===== src/sv/bfpa_pkg.sv =====
// Shared types and constants of the best-fit partition allocator.
package bfpa_pkg;

  localparam int MaxParts  = 64;
  localparam int SlotW     = $clog2(MaxParts);
  localparam int CountW    = $clog2(MaxParts + 1);
  localparam int ValW      = 21;
  localparam int UnitW     = 17;
  localparam int StatW     = 3;
  localparam int CfgIdxW   = 1;

  localparam logic [ValW-1:0]  TotalReset = 21'd1048576;
  localparam logic [UnitW-1:0] UnitReset  = 17'd4096;

  typedef enum logic [StatW-1:0] {
    ST_OK      = 3'd0,
    ST_NO_FIT  = 3'd1,
    ST_FULL    = 3'd2,
    ST_BAD_IDX = 3'd3,
    ST_ZERO    = 3'd4
  } status_t;

  typedef enum logic [CfgIdxW-1:0] {
    CFG_TOTAL = 1'b0,
    CFG_UNIT  = 1'b1
  } cfg_idx_t;

  typedef enum logic {
    KIND_ALLOC = 1'b0,
    KIND_FREE  = 1'b1
  } kind_t;

  typedef struct packed {
    logic            kind;
    logic [ValW-1:0] request_bytes;
    logic [SlotW-1:0] partition_slot;
  } in_word_t;

  typedef struct packed {
    logic [StatW-1:0] status;
    logic [SlotW-1:0] granted_slot;
    logic [ValW-1:0]  granted_start;
    logic [ValW-1:0]  granted_units;
  } out_word_t;

  // Divider control and status between the top level and the divider.
  typedef struct packed {
    logic start;
  } div_ctl_t;

  typedef struct packed {
    logic busy;
    logic done;
  } div_sts_t;

endpackage


===== src/sv/bfpa_div.sv =====
// Restoring radix-2 divider computing ceil(num / den), one quotient bit per cycle.
module bfpa_div (
  input  logic                       clk,
  input  logic                       rst_n,
  input  bfpa_pkg::div_ctl_t         ctl,
  input  logic [bfpa_pkg::ValW-1:0]  num,
  input  logic [bfpa_pkg::UnitW-1:0] den,
  output bfpa_pkg::div_sts_t         sts,
  output logic [bfpa_pkg::ValW-1:0]  quo
);
  import bfpa_pkg::*;

  localparam int StepW = $clog2(ValW + 1);

  logic [ValW-1:0]  quo_r, quo_nxt;
  logic [ValW-1:0]  num_r, num_nxt;
  logic [UnitW:0]   rem_r, rem_nxt;
  logic [UnitW-1:0] den_r, den_nxt;
  logic [StepW-1:0] step_r, step_nxt;
  logic             busy_r, busy_nxt;
  logic             done_r, done_nxt;
  logic [UnitW:0]   trial;

  always_comb begin
    quo_nxt  = quo_r;
    num_nxt  = num_r;
    rem_nxt  = rem_r;
    den_nxt  = den_r;
    step_nxt = step_r;
    busy_nxt = busy_r;
    done_nxt = 1'b0;
    trial    = {rem_r[UnitW-1:0], num_r[ValW-1]};
    if (ctl.start) begin
      num_nxt  = num;
      den_nxt  = (den == '0) ? UnitW'(1) : den;
      rem_nxt  = '0;
      quo_nxt  = '0;
      step_nxt = StepW'(ValW);
      busy_nxt = 1'b1;
    end else if (busy_r) begin
      if (step_r != '0) begin
        num_nxt = {num_r[ValW-2:0], 1'b0};
        if (trial >= {1'b0, den_r}) begin
          rem_nxt = trial - {1'b0, den_r};
          quo_nxt = {quo_r[ValW-2:0], 1'b1};
        end else begin
          rem_nxt = trial;
          quo_nxt = {quo_r[ValW-2:0], 1'b0};
        end
        step_nxt = step_r - StepW'(1);
      end else begin
        // Round up when anything is left over.
        if (rem_r != '0) begin
          quo_nxt = quo_r + ValW'(1);
        end
        busy_nxt = 1'b0;
        done_nxt = 1'b1;
      end
    end
  end

  always_ff @(posedge clk) begin
    if (!rst_n) begin
      busy_r <= 1'b0;
      done_r <= 1'b0;
      step_r <= '0;
    end else begin
      busy_r <= busy_nxt;
      done_r <= done_nxt;
      step_r <= step_nxt;
    end
    quo_r <= quo_nxt;
    num_r <= num_nxt;
    rem_r <= rem_nxt;
    den_r <= den_nxt;
  end

  assign quo      = quo_r;
  assign sts.busy = busy_r;
  assign sts.done = done_r;

  assert property (@(posedge clk) disable iff (!rst_n) done_r |-> !busy_r)
    else $error("divider done while busy");
  assert property (@(posedge clk) disable iff (!rst_n) $fell(busy_r) |-> done_r)
    else $error("divider ended without done");
  assert property (@(posedge clk) disable iff (!rst_n) busy_r |-> den_r != '0)
    else $error("divider divisor is zero");
endmodule


===== config.mk =====
export PLATFORM = sky130hd
export DESIGN_NAME = bfpa_div
export DESIGN_NICKNAME = d
export VERILOG_FILES = /design/src/sv/bfpa_pkg.sv /design/src/sv/bfpa_div.sv
export SDC_FILE = /design/constraint.sdc
export NUM_CORES = 1
export LEC_CHECK = 0
export BUFFER_PORTS_ARGS = -buffer_cell sky130_fd_sc_hd__buf_2
export CORE_UTILIZATION = 45
export DETAILED_ROUTE_END_ITERATION = 12
export PLACE_DENSITY_LB_ADDON = 0.15
export SLEW_MARGIN = 20
export SYNTH_ARGS = -nofsm -noshare
export SYNTH_HDL_FRONTEND = slang
export SYNTH_SLANG_ARGS = --single-unit

===== constraint.sdc =====
create_clock -name clk -period 3.5 [get_ports clk]
set_clock_uncertainty 0.1 [all_clocks]
set_input_delay 0.875 -clock clk [delete_from_list [all_inputs] [get_ports clk]]
set_output_delay 0.875 -clock clk [all_outputs]
set_load 0.005 [all_outputs]

==> results of run 1 <==
[worst max path at each step]
stage / to / startpoint
6_report: rem_r[17] / num_r[20]
5_1_grt: rem_r[17] / num_r[20]
4_1_cts: rem_r[17] / num_r[20]
3_5_place_dp: rem_r[17] / den_r[0]
3_3_place_gp: rem_r[17] / num_r[20]
2_1_floorplan: rem_r[7] / num_r[20]
[stage by stage]
step,instances,power [uW],worst slack [ps],utilization [%]
finish,693,2477,562.7,51.75
floorplan,520,1566,910.3,-
CTS,693,2486,547.9,51.75
global route,693,2594,444.7,51.75
global placement,677,1670,684.9,49.52
detailed placement,677,1678,579.0,49.52
[logic make-up (layout without fill, tap and decap cells)]
group / Yosys count / in the layout
compound gates: 137 / 137
fa+ha+maj: 21 / 21
simple gates: 155 / 155
xor+xnor: 16 / 16
buf+inv: 71 / 108
mux: 36 / 36
flops: 84 / 84
[where the power goes]
group          total, uW  internal, uW  switching, uW
logic                507           215            292
clock network        816           416            401
registers           1150          1110           47.9
total               2480          1740            740
[cells in the mapped netlist, types with 2 or more instances]
| master | count | area (um^2) |
|---|---|---|
| nand3_1 | 8 | 40.04 |
| a22o_1 | 8 | 70.07 |
| nor3_1 | 5 | 25.02 |
| mux2_2 | 21 | 236.5 |
| nor2b_4 | 2 | 27.53 |
| ha_1 | 20 | 250.2 |
| o211ai_1 | 3 | 22.52 |
| o21a_1 | 5 | 37.54 |
| buf_6 | 4 | 45.04 |
| buf_2 | 2 | 10.01 |
| mux2i_1 | 15 | 150.1 |
| o21ai_0 | 32 | 160.2 |
| nor2b_1 | 5 | 31.28 |
| o31ai_1 | 3 | 22.52 |
| buf_4 | 7 | 52.55 |
| dfxtp_1 | 46 | 920.9 |
| clkbuf_2 | 2 | 10.01 |
| or3_1 | 2 | 12.51 |
| inv_1 | 24 | 90.09 |
| nor4_1 | 13 | 81.33 |
| and3_1 | 2 | 12.51 |
| xor2_1 | 5 | 43.79 |
| nand2_1 | 45 | 168.9 |
| a21oi_1 | 29 | 145.1 |
| a211oi_1 | 17 | 127.6 |
| nand4_1 | 11 | 68.82 |
| a22oi_1 | 10 | 75.07 |
| a311oi_1 | 3 | 26.28 |
| or4_1 | 2 | 15.01 |
| a31oi_1 | 6 | 37.54 |
| nor2_1 | 42 | 157.7 |
| clkbuf_1 | 31 | 116.4 |
| a32oi_1 | 2 | 17.52 |
| xnor2_1 | 11 | 96.34 |
| nand2b_1 | 8 | 50.05 |
| edfxtp_1 | 38 | 1141 |
| a21boi_0 | 2 | 15.01 |
[critical path, stage by stage, from the launching register on]
cell and delay, ps:
edfxtp_1 330, inv_1 60, ha_1 230, fa_1 410
nand2b_1 200, a21oi_2 160, nor2b_1 100, o31a_1 320
o311a_4 460, or2_0 280, o41ai_2 190
[layer usage]
layer	vias up	part of all wire [%]	global-route usage (%)
met4	0	1.7	8.135
met2	81	48	32.37
met5	-	0	0
li1	1962	-	-
met1	1894	47	26.99
met3	11	3.7	2.636
[cell type report]
class                   count  area [um^2]  area share, %
clock inverters             7        108.9          2.011
multi-input cells         365         2506          46.29
repair buffers             68        352.8          6.517
inverters                  24        90.09          1.664
well taps                 136        170.2          3.143
clock buffers               9        123.9          2.288
flip-flops and latches     84         2062          38.09
[flip-flops by register name, indices dropped and copies added, names as in the netlist]
| signal | flops |
|---|---|
| num_r | 21 |
| quo | 21 |
| rem_r | 18 |
| den_r | 17 |
| step_r | 5 |
| busy_r | 1 |
| done_r | 1 |
==> run metrics, run 1 <==
simple-gate share of the synthesized area 15.85%; Synthesized Nets 582; Final Cell Area 0.005414 mm^2; drt first pass iters 4; setup repair bufs after CTS 0; DP HPWL 7.672 mm; core box area 0.01046 mm^2; placed cell areas 0.005181 mm^2; R2R Setup Slk 560 ps; hold path startpoint rem_r[17]; worst r2r path cells 10; Startpoint Class flop; largest family of logic cells by synthesized area compound AO/OA/AOI/OAI gates; Max Root-Sink Buffers 2; PwrDens 457.4 mW/mm^2; Via density 5.697; Die Y 106.4 um; WP data arrival 3110 ps; Port Buffers 63; outcome finished clean; DR vias 3948; area grow syn2layout 10.41%; drt drc 0; fin crit period 2937 ps; Post-Synth Adder-Cell Area 5.512%; ys flop type dfxtp_1; Compound-Gate Fraction of Synth Area 18.96%; Final period util 83.92%; WL per Instance 15.54 um; RSZ-0062 raised after global routing false; Routability Congestion 0.9062; sequential area share after synthesis 42.05%; total global routing overflow 0; Final Setup Violations 0; Starting Density 46.87%; worst hold path class reg2reg; IO Pins 64; Mapped Cells 520; Post-synth EDFFs 38; initial antenna violation count 0; Async SR Flop Fraction 0%; gr usage total 20.03%; final hold vios 0; Ys Warns 0; Die Footprint 0.01132 mm^2; vias in the first global route 3658; wire length of the first global-routing pass 17.88 mm; most common cell after layout, fill and taps aside buf_2; CP Max Fanout 22; Max Cap Viol 0; max-slew violations 0; DIE WIDTH 106.4 um; hold_ws 417.0 ps; nets 614; WS Path Type reg2reg; maximum vdd drop 0.3044 mV; worst endpoint required time 3670 ps; total CTS buffers 9; mapped cell area 0.004903 mm^2; layout cell share with drive strength beyond 1 21.36%; Slew @ Worst Pin 802.7 ps; number of gates resized after CTS 0; FF-to-FF Start num_r[20]; Worst slew margin 46.42%; CTS clk-pin slew, worst paths 90 ps; largest net degree at the start of global routing 53; Skew-Pair Late Insertion Delay 370 ps; ANT nets after route 0; FF-to-FF End rem_r[17]; Yosys cell types 66; Leak Pwr 0.002184 uW; number of diodes 0; Mean Syn Cell Area 9.430 um^2; Fill cells 1017; CTS root buffer clkbuf_8; drt total wl 10.77 mm; commonest non-fill, non-tap cells in the layout buf_2 (63), dfxtp_1 (46), nand2_1 (45), nor2_1 (41), edfxtp_1 (38); xor-xnor portion of the synthesized cell area 2.858%; row count 37; CP Capture Type flop; Hold Path End rem_r[17]; CTS tree built; Max Clock Freq 340.4 MHz; CTS Sinks 84; 1st-iter DRT viols 242; number of synthesized register bits 84; htree depth 3; Hold Path Cell Cnt 2; mux contribution to synthesized area 7.885%; setup tns final 0 ps; Hold-fix buffers, CTS 0
No activity file was read; power rests on OpenSTA's default activity.
==> run 2: changes to the inputs <==
--- a/config.mk
+++ b/config.mk
@@ -5,6 +5,7 @@
 export SDC_FILE = /design/constraint.sdc
 export NUM_CORES = 1
 export LEC_CHECK = 0
+export ABC_AREA = 1
 export BUFFER_PORTS_ARGS = -buffer_cell sky130_fd_sc_hd__buf_2
 export CORE_UTILIZATION = 45
 export DETAILED_ROUTE_END_ITERATION = 12
==> constraint.sdc (replaced) <==
create_clock -name clk -period 2.7 [get_ports clk]
set_clock_uncertainty 0.1 [all_clocks]
set_input_delay 0.675 -clock clk [delete_from_list [all_inputs] [get_ports clk]]
set_output_delay 0.675 -clock clk [all_outputs]
set_load 0.005 [all_outputs]
==> run 2 against run 1 <==
Sequential share of layout area down 3.9 points. Final cell count up 42%. Largest power group unchanged. Non-clock buffer count up 6. Critical path depth up 1. Design area up 11%. Maximum frequency up 26%. Flip-flop and latch count unchanged.
==> run metrics, run 2 <==
Post-synth EDFFs 38 (unchanged); Yosys cell types 36 (was 66); Starting Density 46.50% (was 46.87%); core box area 0.01152 mm^2 (was 0.01046 mm^2); DR vias 5127 (was 3948); maximum vdd drop 0.3418 mV (was 0.3044 mV); crit-path cells inv_1, ha_1, nand2_1, nor2_1, nand2_1, nor2_1, nand2_2, nand4_4, nand3_1, nand3_1, nand2_1 (was inv_1, ha_1, fa_1, nand2b_1, a21oi_2, nor2b_1, o31a_1, o311a_4, or2_0, o41ai_2); Final Setup Violations 0 (unchanged); drt first pass iters 4 (unchanged); fin crit period 2335 ps (was 2937 ps); total CTS buffers 9 (unchanged); gr usage total 23.09% (was 20.03%); final hold vios 0 (unchanged); WS Path Type reg2reg (unchanged); drt total wl 13.60 mm (was 10.77 mm); most instantiated library cell after synthesis nand2_1 (was dfxtp_1); number of gates resized after CTS 0 (unchanged); worst endpoint required time 2830 ps (was 3670 ps); mux contribution to synthesized area 0% (was 7.885%); wire length of the first global-routing pass 23.09 mm (was 17.88 mm); Max Cap Viol 0 (unchanged); clock network fraction of design power 39.5% (was 33.0%); area grow syn2layout 12.69% (was 10.41%); Skew-Pair Late Insertion Delay 340 ps (was 370 ps); layout cell share with drive strength beyond 1 12.00% (was 21.36%); setup repair bufs after CTS 0 (unchanged); DIE WIDTH 111.1 um (was 106.4 um); ANT nets after route 0 (unchanged); buffer and inverter count on the worst path 1 (unchanged); CP Max Fanout 24 (was 22); PwrDens 527.6 mW/mm^2 (was 457.4 mW/mm^2); Routability Congestion 0.9320 (was 0.9062); Synthesized Nets 856 (was 582); Via density 5.205 (was 5.697); max-slew violations 0 (unchanged); Leak Pwr 0.002875 uW (was 0.002184 uW); most common cell after layout, fill and taps aside nand2_1 (was buf_2); initial antenna violation count 0 (unchanged); largest family of logic cells by synthesized area simple AND/OR/NAND/NOR gates (was compound AO/OA/AOI/OAI gates); largest net degree at the start of global routing 25 (was 53); DP HPWL 10.09 mm (was 7.672 mm); CTS Sinks 84 (unchanged); CTS clk-pin slew, worst paths 70 ps (was 90 ps); vias in the first global route 5019 (was 3658); R2R Setup Slk 360 ps (was 560 ps); Die Footprint 0.01234 mm^2 (was 0.01132 mm^2); Die Y 111.1 um (was 106.4 um); number of synthesized register bits 84 (unchanged); row count 39 (was 37); number of diodes 0 (unchanged); commonest non-fill, non-tap cells in the layout nand2_1 (275), inv_1 (105), nand3_1 (65), buf_2 (63), nor2_1 (51) (was buf_2 (63), dfxtp_1 (46), nand2_1 (45), nor2_1 (41), edfxtp_1 (38)); Async SR Flop Fraction 0% (unchanged); Max Clock Freq 428.2 MHz (was 340.4 MHz); Internal Power 2329 uW (was 1736 uW); Switching Share 26.84% (was 29.90%); sw power 854.6 uW (was 740.5 uW); Post-Synth Adder-Cell Area 5.047% (was 5.512%); CTS tree built (unchanged); Final period util 86.49% (was 83.92%); 1st-iter DRT viols 241 (was 242); setup tns final 0 ps (unchanged); total global routing overflow 0 (unchanged); Port Buffers 63 (unchanged); WL per Instance 13.80 um (was 15.54 um); Compound-Gate Fraction of Synth Area 8.178% (was 18.96%); part of the power in registers 46.3% (was 46.6%); htree depth 3 (unchanged); crit-path max cell delay 360 ps (was 460 ps); Fill cells 1161 (was 1017); Worst slew margin 53.34% (was 46.42%); Comb power frac 14.2% (was 20.5%); WL met2 6.363 mm (was 5.162 mm); top-area cell type share of the netlist area 21.31% (was 23.27%); IO Pins 64 (unchanged); uppermost layer routed met4 (unchanged); nets 899 (was 614); Worst path most repeated cell nand2_1; wl on met1 6.326 mm (was 5.022 mm); sequential area share after synthesis 38.50% (was 42.05%); Slew @ Worst Pin 693.5 ps (was 802.7 ps); CP delay by family, top simple AND/OR/NAND/NOR gates (was compound AO/OA/AOI/OAI gates); outcome finished clean (unchanged); CP Capture Type flop (unchanged); ys flop type dfxtp_1 (unchanged); Commonest cells post-synth nand2_1 (275), inv_1 (105), nand3_1 (65) (was dfxtp_1 (46), nand2_1 (45), nor2_1 (42)); simple-gate share of the synthesized area 35.89% (was 15.85%); mapped cell area 0.005355 mm^2 (was 0.004903 mm^2); met3 WL 540 um (was 403 um); Mean Syn Cell Area 6.745 um^2 (was 9.430 um^2); drt drc 0 (unchanged); Mapped Cells 794 (was 520); Startpoint Class flop (unchanged); xor-xnor portion of the synthesized cell area 1.145% (was 2.858%); Hold-fix buffers, CTS 0 (unchanged); RSZ-0062 raised after global routing false (unchanged); worst hold path class reg2reg (unchanged); hold_ws 366.8 ps (was 417.0 ps); ranking of synthesized cells by area edfxtp_1 (21%), nand2_1 (19%), dfxtp_1 (17%) (was edfxtp_1 (23%), dfxtp_1 (19%), ha_1 (5.1%)); slowest CP cell ha_1 (was o311a_4); top cell type by total area after synthesis edfxtp_1 (unchanged); CTS root buffer clkbuf_16 (was clkbuf_8); WP data arrival 2460 ps (was 3110 ps); Max Root-Sink Buffers 2 (unchanged); Ys Warns 0 (unchanged)
## run 2: cell count changes in the layout (fill, tap and decap cells not counted), moves of 12 or more
cell / previous run / this run
nand2_1: 45 / 275
inv_1: 24 / 105
nand3_1: 8 / 65
mux2_2: 21 / 0
a211oi_1: 17 / 2
a21oi_1: 29 / 44
mux2i_1: 15 / 0
nor3_1: 5 / 20
nand4_1: 11 / 23
## run 2: cell type report
type	instances	area (um^2)	area share, %
clock buffers	11	242.7	4.022
clock inverters	5	60.06	0.9952
inverters	107	401.6	6.656
multi-input cells	561	2691	44.60
flip-flops and latches	84	2062	34.17
well taps	143	178.9	2.965
repair buffers	74	397.9	6.593
## run 2: kinds of logic (layout without fill, tap and decap cells)
family	after synthesis	count (layout)
XOR/XNOR	7	7
buffers and inverters	149	197
AND/OR/NAND/NOR	451	451
adder cells (fa/ha/maj)	21	21
flip-flops	84	84
AO/OA/AOI/OAI	82	82
## run 2: through the flow
step	std cells	util [%]	area, um^2	setup WS [ps]	power [uW]
finish	985	52.40	6035	364.8	3184
global route	985	52.40	6035	124.5	3338
global placement	969	49.77	5732	338.5	1946
CTS	985	52.40	6035	370.4	3211
floorplan	794	-	5355	532.0	1801
detailed placement	969	49.77	5732	372.1	1948
## run 2: power by group through the flow
stage / logic [uW] / clock network (uW) / registers, uW
2_1_floorplan: 312 / 0 / 1490
3_5_place_dp: 447 / 0 / 1500
5_1_grt: 513 / 1340 / 1480
4_1_cts: 451 / 1290 / 1470
3_3_place_gp: 448 / 0 / 1500
6_report: 452 / 1260 / 1470
## run 2: worst min-delay path: stages (launching register included)
cell     delay, ps
dfxtp_1        320
nand2_1         60
nand2_1         40
## run 2: metal layers
layer / up-vias / GRT usage [%]
met5: - / 0
met4: 0 / 10.18
met3: 24 / 3.390
met2: 121 / 39.20
met1: 2342 / 29.13
li1: 2640 / -
## run 2: path summary, 6_finish.rpt
check | startpoint | end | cells past startpoint
setup reg to reg | den_r[8] | rem_r[12] | 11
hold reg to reg | rem_r[17] | rem_r[17] | 2
setup / recovery | den_r[8] | rem_r[12] | 11
hold / removal | rem_r[17] | rem_r[17] | 2
